**src/sv/spc_pkg.sv**
```systemverilog
package spc_pkg;

	// fixed field widths
	localparam int unsigned ACT_W = 3;
	localparam int unsigned KEY_W = 32;
	localparam int unsigned LOWV_W = 16;
	localparam int unsigned STAT_W = 2;
	localparam int unsigned IDX_W = 7;

	// request codes
	localparam logic [ACT_W-1:0] ACT_CLEAR = 3'd0;
	localparam logic [ACT_W-1:0] ACT_INSERT = 3'd1;
	localparam logic [ACT_W-1:0] ACT_REMOVE = 3'd2;
	localparam logic [ACT_W-1:0] ACT_CONTAINS = 3'd3;
	localparam logic [ACT_W-1:0] ACT_FIND = 3'd4;

	// status codes
	localparam logic [STAT_W-1:0] ST_DONE = 2'd0;
	localparam logic [STAT_W-1:0] ST_DUPLICATE = 2'd1;
	localparam logic [STAT_W-1:0] ST_FULL = 2'd2;
	localparam logic [STAT_W-1:0] ST_NOT_FOUND = 2'd3;

	typedef struct packed {
		logic [ACT_W-1:0] action;
		logic [KEY_W-1:0] key;
		logic [LOWV_W-1:0] low_value;
	} spc_request_t;

	typedef struct packed {
		logic [STAT_W-1:0] status;
		logic found;
		logic [IDX_W-1:0] first_index;
		logic [IDX_W-1:0] match_count;
		logic [IDX_W-1:0] pair_count;
		logic [KEY_W-1:0] header_key;
	} spc_result_t;

	// compare flags of one cell against the request
	typedef struct packed {
		logic lt_pair;
		logic lt_key;
		logic le_key;
		logic eq_pair;
	} spc_flags_t;

	// broadcast control from the sequencer to every cell
	typedef struct packed {
		logic cmp;
		logic ins;
		logic rem;
	} spc_cell_ctl_t;

	typedef enum logic [2:0] {
		S_IDLE,
		S_CMP,
		S_RESOLVE,
		S_APPLY,
		S_FINISH
	} spc_state_t;

endpackage

```
**src/sv/spc_cell.sv**
```systemverilog
module spc_cell #(
	parameter int unsigned LOW_BITS = 16
) (
	input  logic                      clk,
	input  logic                      valid,
	input  spc_pkg::spc_cell_ctl_t    ctl,
	input  logic [spc_pkg::KEY_W-1:0] req_key,
	input  logic [LOW_BITS-1:0]       req_low,
	input  logic                      left_lt,
	input  logic [spc_pkg::KEY_W-1:0] left_key,
	input  logic [LOW_BITS-1:0]       left_low,
	input  logic [spc_pkg::KEY_W-1:0] right_key,
	input  logic [LOW_BITS-1:0]       right_low,
	output logic [spc_pkg::KEY_W-1:0] key,
	output logic [LOW_BITS-1:0]       low,
	output spc_pkg::spc_flags_t       flags
);
	import spc_pkg::*;

	logic [KEY_W-1:0] key_q;
	logic [LOW_BITS-1:0] low_q;
	spc_flags_t flags_q;
	spc_flags_t flags_d;
	logic key_lt;
	logic key_eq;
	logic at_pos;

	// compare stored pair against the broadcast request
	always_comb begin
		key_lt = key_q < req_key;
		key_eq = key_q == req_key;
		flags_d.lt_pair = valid & (key_lt | (key_eq & (low_q < req_low)));
		flags_d.lt_key = valid & key_lt;
		flags_d.le_key = valid & (key_lt | key_eq);
		flags_d.eq_pair = valid & key_eq & (low_q == req_low);
	end

	// this cell is the insert point: left neighbor below, this one not
	assign at_pos = left_lt & ~flags_q.lt_pair;

	always_ff @(posedge clk) begin
		if (ctl.cmp) begin
			flags_q <= flags_d;
		end
	end

	// shift right on insert, left on remove, from the insert point on
	always_ff @(posedge clk) begin
		if (ctl.ins && at_pos) begin
			key_q <= req_key;
			low_q <= req_low;
		end else if (ctl.ins && !flags_q.lt_pair) begin
			key_q <= left_key;
			low_q <= left_low;
		end else if (ctl.rem && !flags_q.lt_pair) begin
			key_q <= right_key;
			low_q <= right_low;
		end
	end

	assign key = key_q;
	assign low = low_q;
	assign flags = flags_q;

endmodule

```
**config.mk**
```make
export PLATFORM = sky130hd
export DESIGN_NAME = spc_cell
export DESIGN_NICKNAME = d
export VERILOG_FILES = /design/src/sv/spc_pkg.sv /design/src/sv/spc_cell.sv
export SDC_FILE = /design/constraint.sdc
export NUM_CORES = 1
export LEC_CHECK = 0
export BUFFER_PORTS_ARGS = -buffer_cell sky130_fd_sc_hd__buf_2
export CAP_MARGIN = 5
export CORE_AREA = 5 5 79 117
export DETAILED_ROUTE_END_ITERATION = 6
export DIE_AREA = 0 0 84 122
export GPL_ROUTABILITY_DRIVEN = 0
export PLACE_DENSITY = 0.86
export SLEW_MARGIN = 20
export SYNTH_ARGS = -nofsm -noshare
export SYNTH_HDL_FRONTEND = slang
export SYNTH_SLANG_ARGS = --single-unit
```
**constraint.sdc**
```tcl
create_clock -name clk -period 7.1 [get_ports clk]
set_clock_uncertainty 0.05 [all_clocks]
set_input_delay 0.71 -clock clk [delete_from_list [all_inputs] [get_ports clk]]
set_output_delay 0.71 -clock clk [all_outputs]
set_load 0.02 [all_outputs]
```
==> summary.md <==
| Metric | Value |
|---|---|
| Status | completed |
| Initial DRC count | approximately 240 |
| Die Area | approximately 10000 um^2 |
| Inst Count DP | slightly below 700 |
| RR Endpoint | flags[3]$_DFFE_PP_ |
| First-pass GRT wire length | approximately 17000 um |
| Clock transition at the registers of the reported paths | ~60 ps |
| Worst-skew pair later-pin latency | between 200 and 300 ps |
| Fillers | about 720 |
| Power, Total | a little over 0.9 mW |
| FF+latch count, synth | 52 |
| Placed Instance Area | approximately 5000 um^2 |
| Gate Count Post-Synth | 386 |
| Commonest cells in the netlist | 53 x nand2_1, 52 x edfxtp_1, 52 x o21ai_0, 51 x inv_1 |
| Post-DP HPWL | 8850 um |
| Max-Slew Margin vs Limit | approximately 45% |
| Synth unique cells | 33 |
| Met3 Resource Use GR | ~4.8% |
| Synth area leaders | edfxtp_1 41%, ha_1 16%, mux2i_1 13% |
| CTS Buf Count | 5 |
| Pwr Density | around 180 nW/um^2 |
| Final hold vios | 0 |
| Max Freq | ~430 MHz |
| Crit path DAT | between 2000 and 2500 ps |
| CTS tree | built |
| Area of the core | 8210 um^2 |
| Gr ovfl total | 0 |
| Tcrit/Tclk final | between 30% and 40% |
| Hold EP | flags[0]$_DFFE_PP_ |
| Crit path required time | just over 7000 ps |
| Critical path class | primary input to flop |
| GR Util met2 | 38.2% |
| FF/Latch Area | between 1500 and 2000 um^2 |
| Non-Filler Instances | 689 |
| Htree depth | 2 |
| Syn Nets | roughly 580 |
| Critical hold path startpoint | ctl[2] |
| # Post-CTS Setup Buffers | 0 |
| VDD IR max | around 0.13 mV |
| Cells on Worst Hold Path | 1 |
| Placement Setup Slack | 4440 ps |
| Syn. warnings | 0 |
| Setup crit end kind | flop |
| Initial Util | ~47% |
| CTS Sinks | 52 |
| Worst hold slack | 638 ps |
| Drt drc | 0 |
| Multi-input logic area | about 2000 um^2 |
| Slew Limit Fails | 0 |
| R2R cell count | 6 |
| Layout cells sized above 1 | a little under two fifths |
| Main synth FF type | edfxtp_1 |
| GR Util All Layers | around a fifth |
| Top-Level Pins | 202 |
| Vias | ~3.6k |
| Crit path time final | between 2000 and 2500 ps |
| Share of the synthesized area in the top cell type | 40.8% |
| Hold buffers post-CTS | 0 |
| Fin nets | about 780 |
| Total negative setup slack | 0 ps |
| Ys async rst share | 0% |
| # setup viols final | 0 |
| CTS resizes | 0 |
| Clock root buffer | clkbuf_16 |
| HP Class | primary input to flop |
| Worst Tran Pin Value | 825 ps |
| Post-route ant nets | 0 |
| Final Util | approximately three fifths |
| Vias in the first global route | roughly 3.7k |
| Maxcap violations | 0 |
| Area Overhead vs Synth | 33.0% |
| Count of TritonRoute iterations in the first routing pass | 6 |
| Average size of a mapped cell | 9.91 um^2 |
| Number of flops mapped to enable cells by yosys | 52 |
| Met1 Use GR | roughly a fifth |
| Final Cell Area | a little over 5000 um^2 |
| Sequential area share after synthesis | 40.8% |
| Setup ws final | around 4800 ps |
| Site Rows | 41 |
| Top-count cell post-synth | nand2_1 |
| DR vias/cell | approximately 5.2 |
| R2r setup slk | just under 5000 ps |
| Pin count of the biggest net entering global routing | 97 |
| PortBufs | ~200 |
| Wirelength per Cell | between 15 and 20 um |
| Chip height | between 100 and 150 um |
| Unrepaired setup endpoints after global routing | no |
| Cell taking the most area after synthesis | edfxtp_1 |
| Final WL | 10700 um |
| Crit path max fanout | 4 |
| Mapped Area | approximately 3800 um^2 |
| Bufs on Longest Clock Path | 2 |
| Die Width | ~84 um |
| N_diodes | 0 |
| Pleak | roughly 2.7 nW |
| GR peak layer | met2 |
| CP Launch Type | primary input |
| Reg2reg start | key[29]$_DFFE_PP_ |
| Antenna violations before repair | 0 |
## layer usage
| layer | wire, um | share of wire, % | vias to the layer above |
|---|---|---|---|
| met4 | 336 | 3.1 | 0 |
| met5 | 0 | 0 | - |
| met3 | 717 | 6.7 | 30 |
| met1 | 3770 | 35 | 1659 |
| met2 | 5910 | 55 | 127 |
| li1 | - | - | 1774 |
## worst max path at each step
stage                startpoint                 end  depth (start not counted)
finish              req_key[26]  flags[3]$_DFFE_PP_                          8
global placement    req_key[26]  flags[3]$_DFFE_PP_                          8
CTS                 req_key[26]  flags[3]$_DFFE_PP_                          8
detailed placement  req_key[26]  flags[3]$_DFFE_PP_                          8
global route        req_key[30]  flags[3]$_DFFE_PP_                          8
floorplan                ctl[1]    key[0]$_DFFE_PP_                          2
## state kept, by name, indices dropped and copies added (netlist names)
name / flops
low: 16
key: 32
flags: 4
## placed cells by master, fill, tap and decap left out, types with 4 or more instances in the layout
cell type / synthesis / final
a21o_1: 8 / 8
a21oi_1: 15 / 15
buf_2: 3 / 201
clkbuf_16: 0 / 5
edfxtp_1: 52 / 52
ha_1: 48 / 48
inv_1: 51 / 51
mux2i_1: 48 / 48
nand2_1: 53 / 53
nand4_1: 8 / 8
nand4_2: 4 / 4
nor2_1: 6 / 5
nor2b_1: 4 / 4
o21ai_0: 52 / 52
## worst max-delay path: stages
cell	delay, ps
buf_2	90
inv_1	40
ha_1	330
nand4_2	180
nor4_2	330
nand4_1	240
a2111oi_2	350
o2bb2ai_1	150
## cells by family after synthesis
kind of cell             share of synthesized area [%]
buffers and inverters                             6.87
multiplexers                                      12.6
flip-flops                                        40.8
AO/OA/AOI/OAI                                     13.3
adder cells (fa/ha/maj)                           15.7
AND/OR/NAND/NOR                                   10.8
## report_power, final
part / internal, mW / switching [mW] / leakage, nW
sequential: 0.379 / 0.0169 / 0.510
combinational: 0.113 / 0.157 / 2.13
clock: 0.164 / 0.104 / 0.0789
## layout make-up
| type | instances | area share [%] |
|---|---|---|
| Multi-Input combinational cell | 267 | 39.5 |
| Clock inverter | 3 | 0.738 |
| Sequential cell | 52 | 30.7 |
| Timing Repair Buffer | 204 | 20.2 |
| Inverter | 51 | 3.76 |
| Tap cell | 107 | 2.63 |
| Clock buffer | 5 | 2.46 |
Power figures use the tool's default switching activity.
