**src/sv/spc_therm_enc.sv**
```systemverilog
module spc_therm_enc #(
	parameter int unsigned N = 64,
	parameter int unsigned CW = 7
) (
	input  logic [N-1:0]  therm,
	output logic [CW-1:0] count
);
	logic [N-1:0] prev;
	logic [N-1:0] edge_v;

	// lowest cells are set, so the first clear bit gives the count
	assign prev = {therm[N-2:0], 1'b1};
	assign edge_v = prev & ~therm;

	always_comb begin
		count = therm[N-1] ? CW'(N) : '0;
		for (int i = 0; i < N; i++) begin
			if (edge_v[i]) begin
				count = count | CW'(i);
			end
		end
	end

endmodule

```
**config.mk**
```make
export PLATFORM = sky130hd
export DESIGN_NAME = spc_therm_enc
export DESIGN_NICKNAME = d
export VERILOG_FILES = /design/src/sv/spc_therm_enc.sv
export SDC_FILE = /design/constraint.sdc
export NUM_CORES = 1
export LEC_CHECK = 0
export BUFFER_PORTS_ARGS = -buffer_cell sky130_fd_sc_hd__buf_2
export CORE_MARGIN = 4
export CORE_UTILIZATION = 39
export DETAILED_ROUTE_END_ITERATION = 8
export GPL_TIMING_DRIVEN = 0
export PLACE_DENSITY_LB_ADDON = 0.12
export SETUP_SLACK_MARGIN = 0.1
export SLEW_MARGIN = 20
export SYNTH_ARGS = -nofsm -noshare
export SYNTH_HDL_FRONTEND = slang
export SYNTH_SLANG_ARGS = --single-unit
```
**constraint.sdc**
```tcl
create_clock -name vclk -period 1.2
set_input_delay 0.12 -clock vclk [all_inputs]
set_output_delay 0.12 -clock vclk [all_outputs]
set_load 0.02 [all_outputs]
```
==> impl_metrics.toml, run 1 <==
[status]
status = "complete, but fails checks"
violations = "negative setup slack"

[timing]
layout_min_cycle_time_ps = 1350
post-route-period-util_pct = 112
hold_slack_ps = 574
slew_violations = 0
max_slew_margin_pct = 74.7
fin_ws_ps = -147
rsz0062_at_grt = "true"
finalSetupViolCount = 6
finalHoldViolCount = 0
tightest_slew_ps = 375
fmax_ghz = 0.742
fin_tns_setup_ps = -654

[critical_path]
critical_path_class = "in2out"
end_kind = "primary output"
cp.arrival_ps = 1230
required_ps = 1080
crit_path_max_fanout = 2
critPathLaunchType = "primary input"

[floorplan]
die_x_um = 52.0
io_pins = 71
dieArea_mm2 = 0.00270
chipHeight_um = 52.0
fp-row-count = 15
core_mm2 = 0.00178
start_util_pct = 42.3

[synth]
syn_inst = 114
yosysMostFrequentCell = "nand2b_1"
synth_area_per_cell_um2 = 6.62
synth_top_area_share_pct = 27.4
synth_area_um2 = 754
synthesis.nets = 178
synth_area_leaders = "nand2b_1, o2111ai_1, inv_1"
ys_seq_area_share_pct = 0
synth_commonest_cells = "nand2b_1, inv_1, o2111ai_1, nand4_1, o21ai_0"
yosys_warnings = 0
synth_cell_type_count = 23
synth_top_area_cell = "nand2b_1"

[grt]
antenna_found_initial = 0
grt_usage_pct = 25.6
grt_pass1_wl_um = 5430
grt_pass1_vias = 1268
globalRouteOverflowTotal = 0
grt_max_degree = 4

[final_layout]
antenna_cells = 0
seq_cells = 0
fill_cells = 71
layout.nets = 256
register_area_um2 = 0
drive_above_1_share_pct = 66.3
fin_util_pct = 92.9
syn_to_final_growth_pct = 120
nClkBuffers = 0

[routing]
wl_per_cell_um = 23.8
postRouteWirelength_um = 5130
vias = 1412
first_pass_iters = 7
dr.first_iter.drc_count = 98
post-route-drc-count = 0
postRouteAntennaNets = 0
avgViaCountPerCell = 6.57

[pwr]
combPwrFrac_pct = 100.0
ir_drop_mv = 0.316
p_seq_share_pct = 0
intPower_mw = 0.288
power.share.clock_pct = 0
leakagePower_nw = 0.789
powerDensity_mw_per_mm2 = 360
power.switching_mw = 0.308
swShare_pct = 51.7
finalPower_mw = 0.597

[min_path]
hold_path_class = "in2out"

[place]
place_congestion = 0.865
hpwl_um = 2570
portBuffers = 71
dp_slack_ps = -136

[flow_run]
timing.max_cap.violations = 0

[clock_network]
hold_buffers = 0
## cell type report
cell class | count | area [um^2] | share of cell area [%]
buffer | 1 | 7.51 | 0.453
inverter | 20 | 75.1 | 4.53
multi-input combinational | 93 | 1020 | 61.8
tap | 25 | 31.3 | 1.89
timing repair buffer | 76 | 519 | 31.3
## layer usage
| metal | up-vias | track usage, % | wire length (um) |
|---|---|---|---|
| li1 | 574 | - | - |
| met1 | 613 | 28.9 | 1630 |
| met2 | 170 | 49.8 | 2470 |
| met3 | 55 | 2.87 | 560 |
| met4 | 0 | 6.11 | 468 |
| met5 | - | 0 | 0 |
## kinds of logic after synthesis
group | Yosys count | synth area share [%]
compound gates | 26 | 33.3
buf+inv | 21 | 10.9
simple gates | 67 | 55.7
## critical path, stage by stage
cell and delay [ps]:
buf_2 110, inv_1 130, o2111ai_4 170, nor4_4 380, nand3_1 160, buf_6 160
## cells in the final DEF, fill, tap and decap left out, types with 2 or more instances in the layout
master,netlist,routed
a2111oi_4,2,3
buf_2,0,49
buf_4,1,9
buf_6,0,19
inv_1,20,19
nand2_1,2,2
nand2b_1,33,12
nand2b_2,3,3
nand2b_4,0,21
nand3_1,4,3
nand4_1,6,6
nor2_1,4,4
nor2b_1,3,2
nor4_2,1,2
nor4_4,0,2
o2111ai_1,14,6
o2111ai_2,2,5
o2111ai_4,0,5
o21ai_0,6,5
o21ai_2,0,2
## worst paths after layout
path / from / endpoint / slack [ps] / depth (start not counted)
setup / recovery: therm[45] / count[5] / -150 / 6
hold / removal: therm[63] / count[6] / 570 / 3
## power groups by stage
stage | registers, mW | clock network [mW] | logic, mW
floorplan | 0 | 0 | 0.177
detailed placement | 0 | 0 | 0.339
global route | 0 | 0 | 0.623
finish | 0 | 0 | 0.597
CTS | 0 | 0 | 0.448
global placement | 0 | 0 | 0.333
## through the flow
stage | area, um^2 | cells
finish | 1660 | 215
global route | 1660 | 215
CTS | 1430 | 213
detailed placement | 1140 | 210
global placement | 1140 | 210
floorplan | 754 | 114
## repair_timing
item / 4_1_cts / 5_1_grt
gates resized for setup: 47 / 36
endpoints found under the setup margin: 6 / 6
pin swaps: 16 / 11
buffers inserted: 3 / 2
Note: power is estimated with default switching activity, not from simulation.
==> run 2, diff against run 1 <==
- clock period: 1.2 -> 1.34 ns (I/O delays scaled with it)
==> run 2 against run 1 <==
The run now ends clean. Largest cell class unchanged. First-iteration DRC count decreased by 58%. Combinational power decreased by 27%. Routed wire length decreased by 27%.
==> impl_metrics.toml, run 2 (synthesized netlist as in run 1, its figures left out) <==
[status]
status = "completed"

[floorplan]
core_mm2 = 0.00178
io_pins = 71
dieArea_mm2 = 0.00270
die_x_um = 52.0
start_util_pct = 42.3
fp-row-count = 15
chipHeight_um = 52.0

[timing]
tightest_slew_ps = 394
rsz0062_at_grt = "true"
slew_violations = 0
hold_slack_ps = 567
finalHoldViolCount = 0
fin_ws_ps = 34.3
fmax_ghz = 0.766
post-route-period-util_pct = 97.4
layout_min_cycle_time_ps = 1310
finalSetupViolCount = 0
fin_tns_setup_ps = 0
max_slew_margin_pct = 73.5

[final_layout]
drive_above_1_share_pct = 57.4
register_area_um2 = 0
antenna_cells = 0
syn_to_final_growth_pct = 92.9
final_cell_mix = "buf_2, nand2b_1, inv_1, nand2b_4, buf_6"
layout_commonest_cell = "buf_2"
nClkBuffers = 0
layout.nets = 254
seq_cells = 0
postLayoutCellArea_mm2 = 0.00146

[pwr]
powerDensity_mw_per_mm2 = 300
leakagePower_nw = 0.692
ir_drop_mv = 0.187

[critical_path]
cp.depth = 6
cp_cell_sequence = "buf_4 > nand2b_4 > o2111ai_4 > nor4_4 > nand3_1 > buf_6"
crit_start = "therm[46]"
end_kind = "primary output"
required_ps = 1210
cp.arrival_ps = 1170
slowest_stage = "nor4_4"
cp_num_buf_inv = 2
crit_path_max_incr_delay_ps = 360
critPathLaunchType = "primary input"
critical_path_class = "in2out"
cp_top_family = "simple AND/OR/NAND/NOR gates"
crit_path_max_fanout = 3
endpoint = "count[3]"

[routing]
avgViaCountPerCell = 5.91
wl_per_cell_um = 17.5
postRouteAntennaNets = 0
vias = 1258
postRouteWirelength_um = 3740
post-route-drc-count = 0
first_pass_iters = 4
dr.first_iter.drc_count = 41

[grt]
grt_usage_pct = 21.1
antenna_found_initial = 0
grt_max_degree = 4
grt_pass1_vias = 1115
use_met1_pct = 27.6
grt_pass1_wl_um = 4530
grt-busiest-layer = "met2"
use_met3_pct = 0.860
globalRouteOverflowTotal = 0
met2_usage_pct = 39.3

[place]
place_congestion = 0.876
postPlaceCellArea_mm2 = 0.00114
portBuffers = 71
dp_slack_ps = -54.0
hpwl_um = 2570

[clock_network]
hold_buffers = 0

[min_path]
hold_path_class = "in2out"

[flow_run]
timing.max_cap.violations = 0
run 2: changes by cell type in the layout (fill, tap and decap cells not counted), sizes merged:
| cell | delta |
|---|---|
| buf | -2 |
run 2: how the worst min path moves through the flow:
stage | to | start | slack [ps] | cells past startpoint
global route | count[6] | therm[63] | 590 | 3
detailed placement | count[6] | therm[63] | 590 | 3
global placement | count[6] | therm[63] | 580 | 3
finish | count[6] | therm[63] | 570 | 3
floorplan | count[6] | therm[63] | 380 | 1
CTS | count[6] | therm[63] | 590 | 3
run 2: layer usage:
metal,part of all wire [%],vias up
met1,39,566
met4,2.9,0
met2,49,102
li1,-,576
met3,9.2,14
met5,0,-
run 2: power by group:
group | internal (mW) | switching, mW | total [mW]
clock network | 0 | 0 | 0
registers | 0 | 0 | 0
logic | 0.216 | 0.221 | 0.437
run 2: repair_timing:
item / CTS / global route
pin swaps: 10 / 10
resized for setup: 21 / 33
setup endpoints to repair: 5 / 6
buffers inserted: 0 / 3
run 2: tightest hold or removal path: stages:
cell	delay, ps
buf_6	70
buf_4	80
buf_2	150
run 2: cell type report:
class,instances,area [um^2]
timing repair buffer,74,457
fill,118,328
buffer,1,7.51
inverter,20,75.1
tap,25,31.3
multi-input combinational,93,885
run 2: per-stage QoR:
step / power (mW) / util (%) / std cells
floorplan: 0.159 / - / 114
finish: 0.437 / 81.6 / 213
CTS: 0.342 / 70.0 / 210
detailed placement: 0.305 / 64.0 / 210
global route: 0.465 / 81.6 / 213
global placement: 0.300 / 64.0 / 210
==> run 3, diff against run 2 <==
- PLACE_DENSITY_LB_ADDON: 0.12 -> 0.3
==> run 3 against run 2 <==
The run now ends with negative setup slack left. Largest power group unchanged. Sequential cell count is the same. Utilization down 4.2 points. Routed wire length shrank 9.3%. First-iteration DRC count shrank 37%. Largest cell class unchanged. Setup slack worse by 50 ps. Critical path depth unchanged. Die area did not move.
==> impl_metrics.toml, run 3 (synthesized netlist as in run 1, its figures left out) <==
[floorplan]
fp-row-count = 15
start_util_pct = 42.3
die_x_um = 52.0
io_pins = 71
dieArea_mm2 = 0.00270
core_mm2 = 0.00178
chipHeight_um = 52.0

[timing]
finalSetupViolCount = 2
finalHoldViolCount = 0
max_slew_margin_pct = 77.0
post-route-period-util_pct = 101
layout_min_cycle_time_ps = 1360
fin_tns_setup_ps = -25.9
rsz0062_at_grt = "true"
fmax_ghz = 0.738
hold_slack_ps = 589
slew_violations = 0
tightest_slew_ps = 344
fin_ws_ps = -15.4

[routing]
post-route-drc-count = 0
dr.max_layer_used = "met4"
dr.first_iter.drc_count = 26
first_pass_iters = 4
postRouteWirelength_um = 3390
wl_met3_um = 229
postRouteAntennaNets = 0
routed-wl-met2_um = 1800
wl_per_cell_um = 16.1
routedLengthMet1_um = 1250
avgViaCountPerCell = 5.74
vias = 1212

[final_layout]
drive_above_1_share_pct = 54.8
antenna_cells = 0
layout_commonest_cell = "buf_2"
layout.nets = 252
final_cell_mix = "buf_2, nand2b_1, inv_1, o2111ai_1, nand2b_4"
seq_cells = 0
register_area_um2 = 0
nClkBuffers = 0
syn_to_final_growth_pct = 82.9

[pwr]
power.switching_mw = 0.201
leakagePower_nw = 0.660
intPower_mw = 0.197
power.share.clock_pct = 0
powerDensity_mw_per_mm2 = 289
combPwrFrac_pct = 100.0
ir_drop_mv = 0.142
swShare_pct = 50.6
p_seq_share_pct = 0

[grt]
grt_max_degree = 4
grt_usage_pct = 21.8
grt_pass1_wl_um = 4670
antenna_found_initial = 0
globalRouteOverflowTotal = 0
grt_pass1_vias = 1221

[status]
violations = "negative setup slack"
status = "complete, but fails checks"

[critical_path]
critPathLaunchType = "primary input"
crit_path_max_fanout = 2
end_kind = "primary output"
crit_path_max_incr_delay_ps = 360
critical_path_class = "in2out"
crit_start = "therm[55]"
cp_cell_sequence = "buf_6 > or2b_1 > o2111ai_2 > nor4_4 > nand3_2 > buf_6"
required_ps = 1210
cp.arrival_ps = 1220
slowest_stage = "nor4_4"
crit_top_cell = "buf_6"

[place]
place_congestion = 0.889
hpwl_um = 2640
portBuffers = 71

[min_path]
hold_path_class = "in2out"
hold_start = "therm[63]"

[clock_network]
hold_buffers = 0

[flow_run]
timing.max_cap.violations = 0
==> run 3: final cells by class <==
type,count,area (um^2)
multi-input cells,93,850
repair buffers,72,417
fillers,132,403
inverters,20,75.1
well taps,25,31.3
plain buffers,1,7.51
==> run 3: power groups by stage <==
stage                     Clock [mW]  Combinational [mW]  Sequential [mW]
final                              0               0.398                0
after global routing               0               0.431                0
after CTS                          0               0.335                0
after detailed placement           0               0.304                0
after global placement             0               0.297                0
after floorplan                    0               0.159                0
==> run 3: path summary, 6_finish.rpt <==
path              slack, ps       end  cells after the start
setup / recovery        -20  count[3]                      6
hold / removal          590  count[6]                      3
==> run 3: what timing repair did <==
action,in CTS,in global routing
gates resized for setup,20,23
hold endpoints to repair,0,0
endpoints found under the setup margin,5,6
pin swaps,10,5
buffers inserted,0,1
==> run 3: worst max-delay path, delay by kind of cell <==
| kind | cells | cell delay, ps |
|---|---|---|
| AND/OR/NAND/NOR | 3 | 690 |
| buffers and inverters | 2 | 250 |
| AO/OA/AOI/OAI | 1 | 150 |
==> run 3: through the flow <==
stage / cell area [um^2] / power [mW] / cells / worst slack, ps / util [%]
3_3_place_gp: 1140 / 0.297 / 210 / -45.1 / 64.0
6_report: 1380 / 0.398 / 211 / -15.4 / 77.4
4_1_cts: 1240 / 0.335 / 210 / 5.18 / 69.5
3_5_place_dp: 1140 / 0.304 / 210 / -67.1 / 64.0
5_1_grt: 1380 / 0.431 / 211 / -84.9 / 77.4
2_1_floorplan: 754 / 0.159 / 114 / 173 / -
==> run 3: layer usage <==
metal	GRT usage (%)	up-vias
met2	42.9	65
met1	24.0	561
met5	0	-
met4	7.42	0
met3	1.15	16
li1	-	570
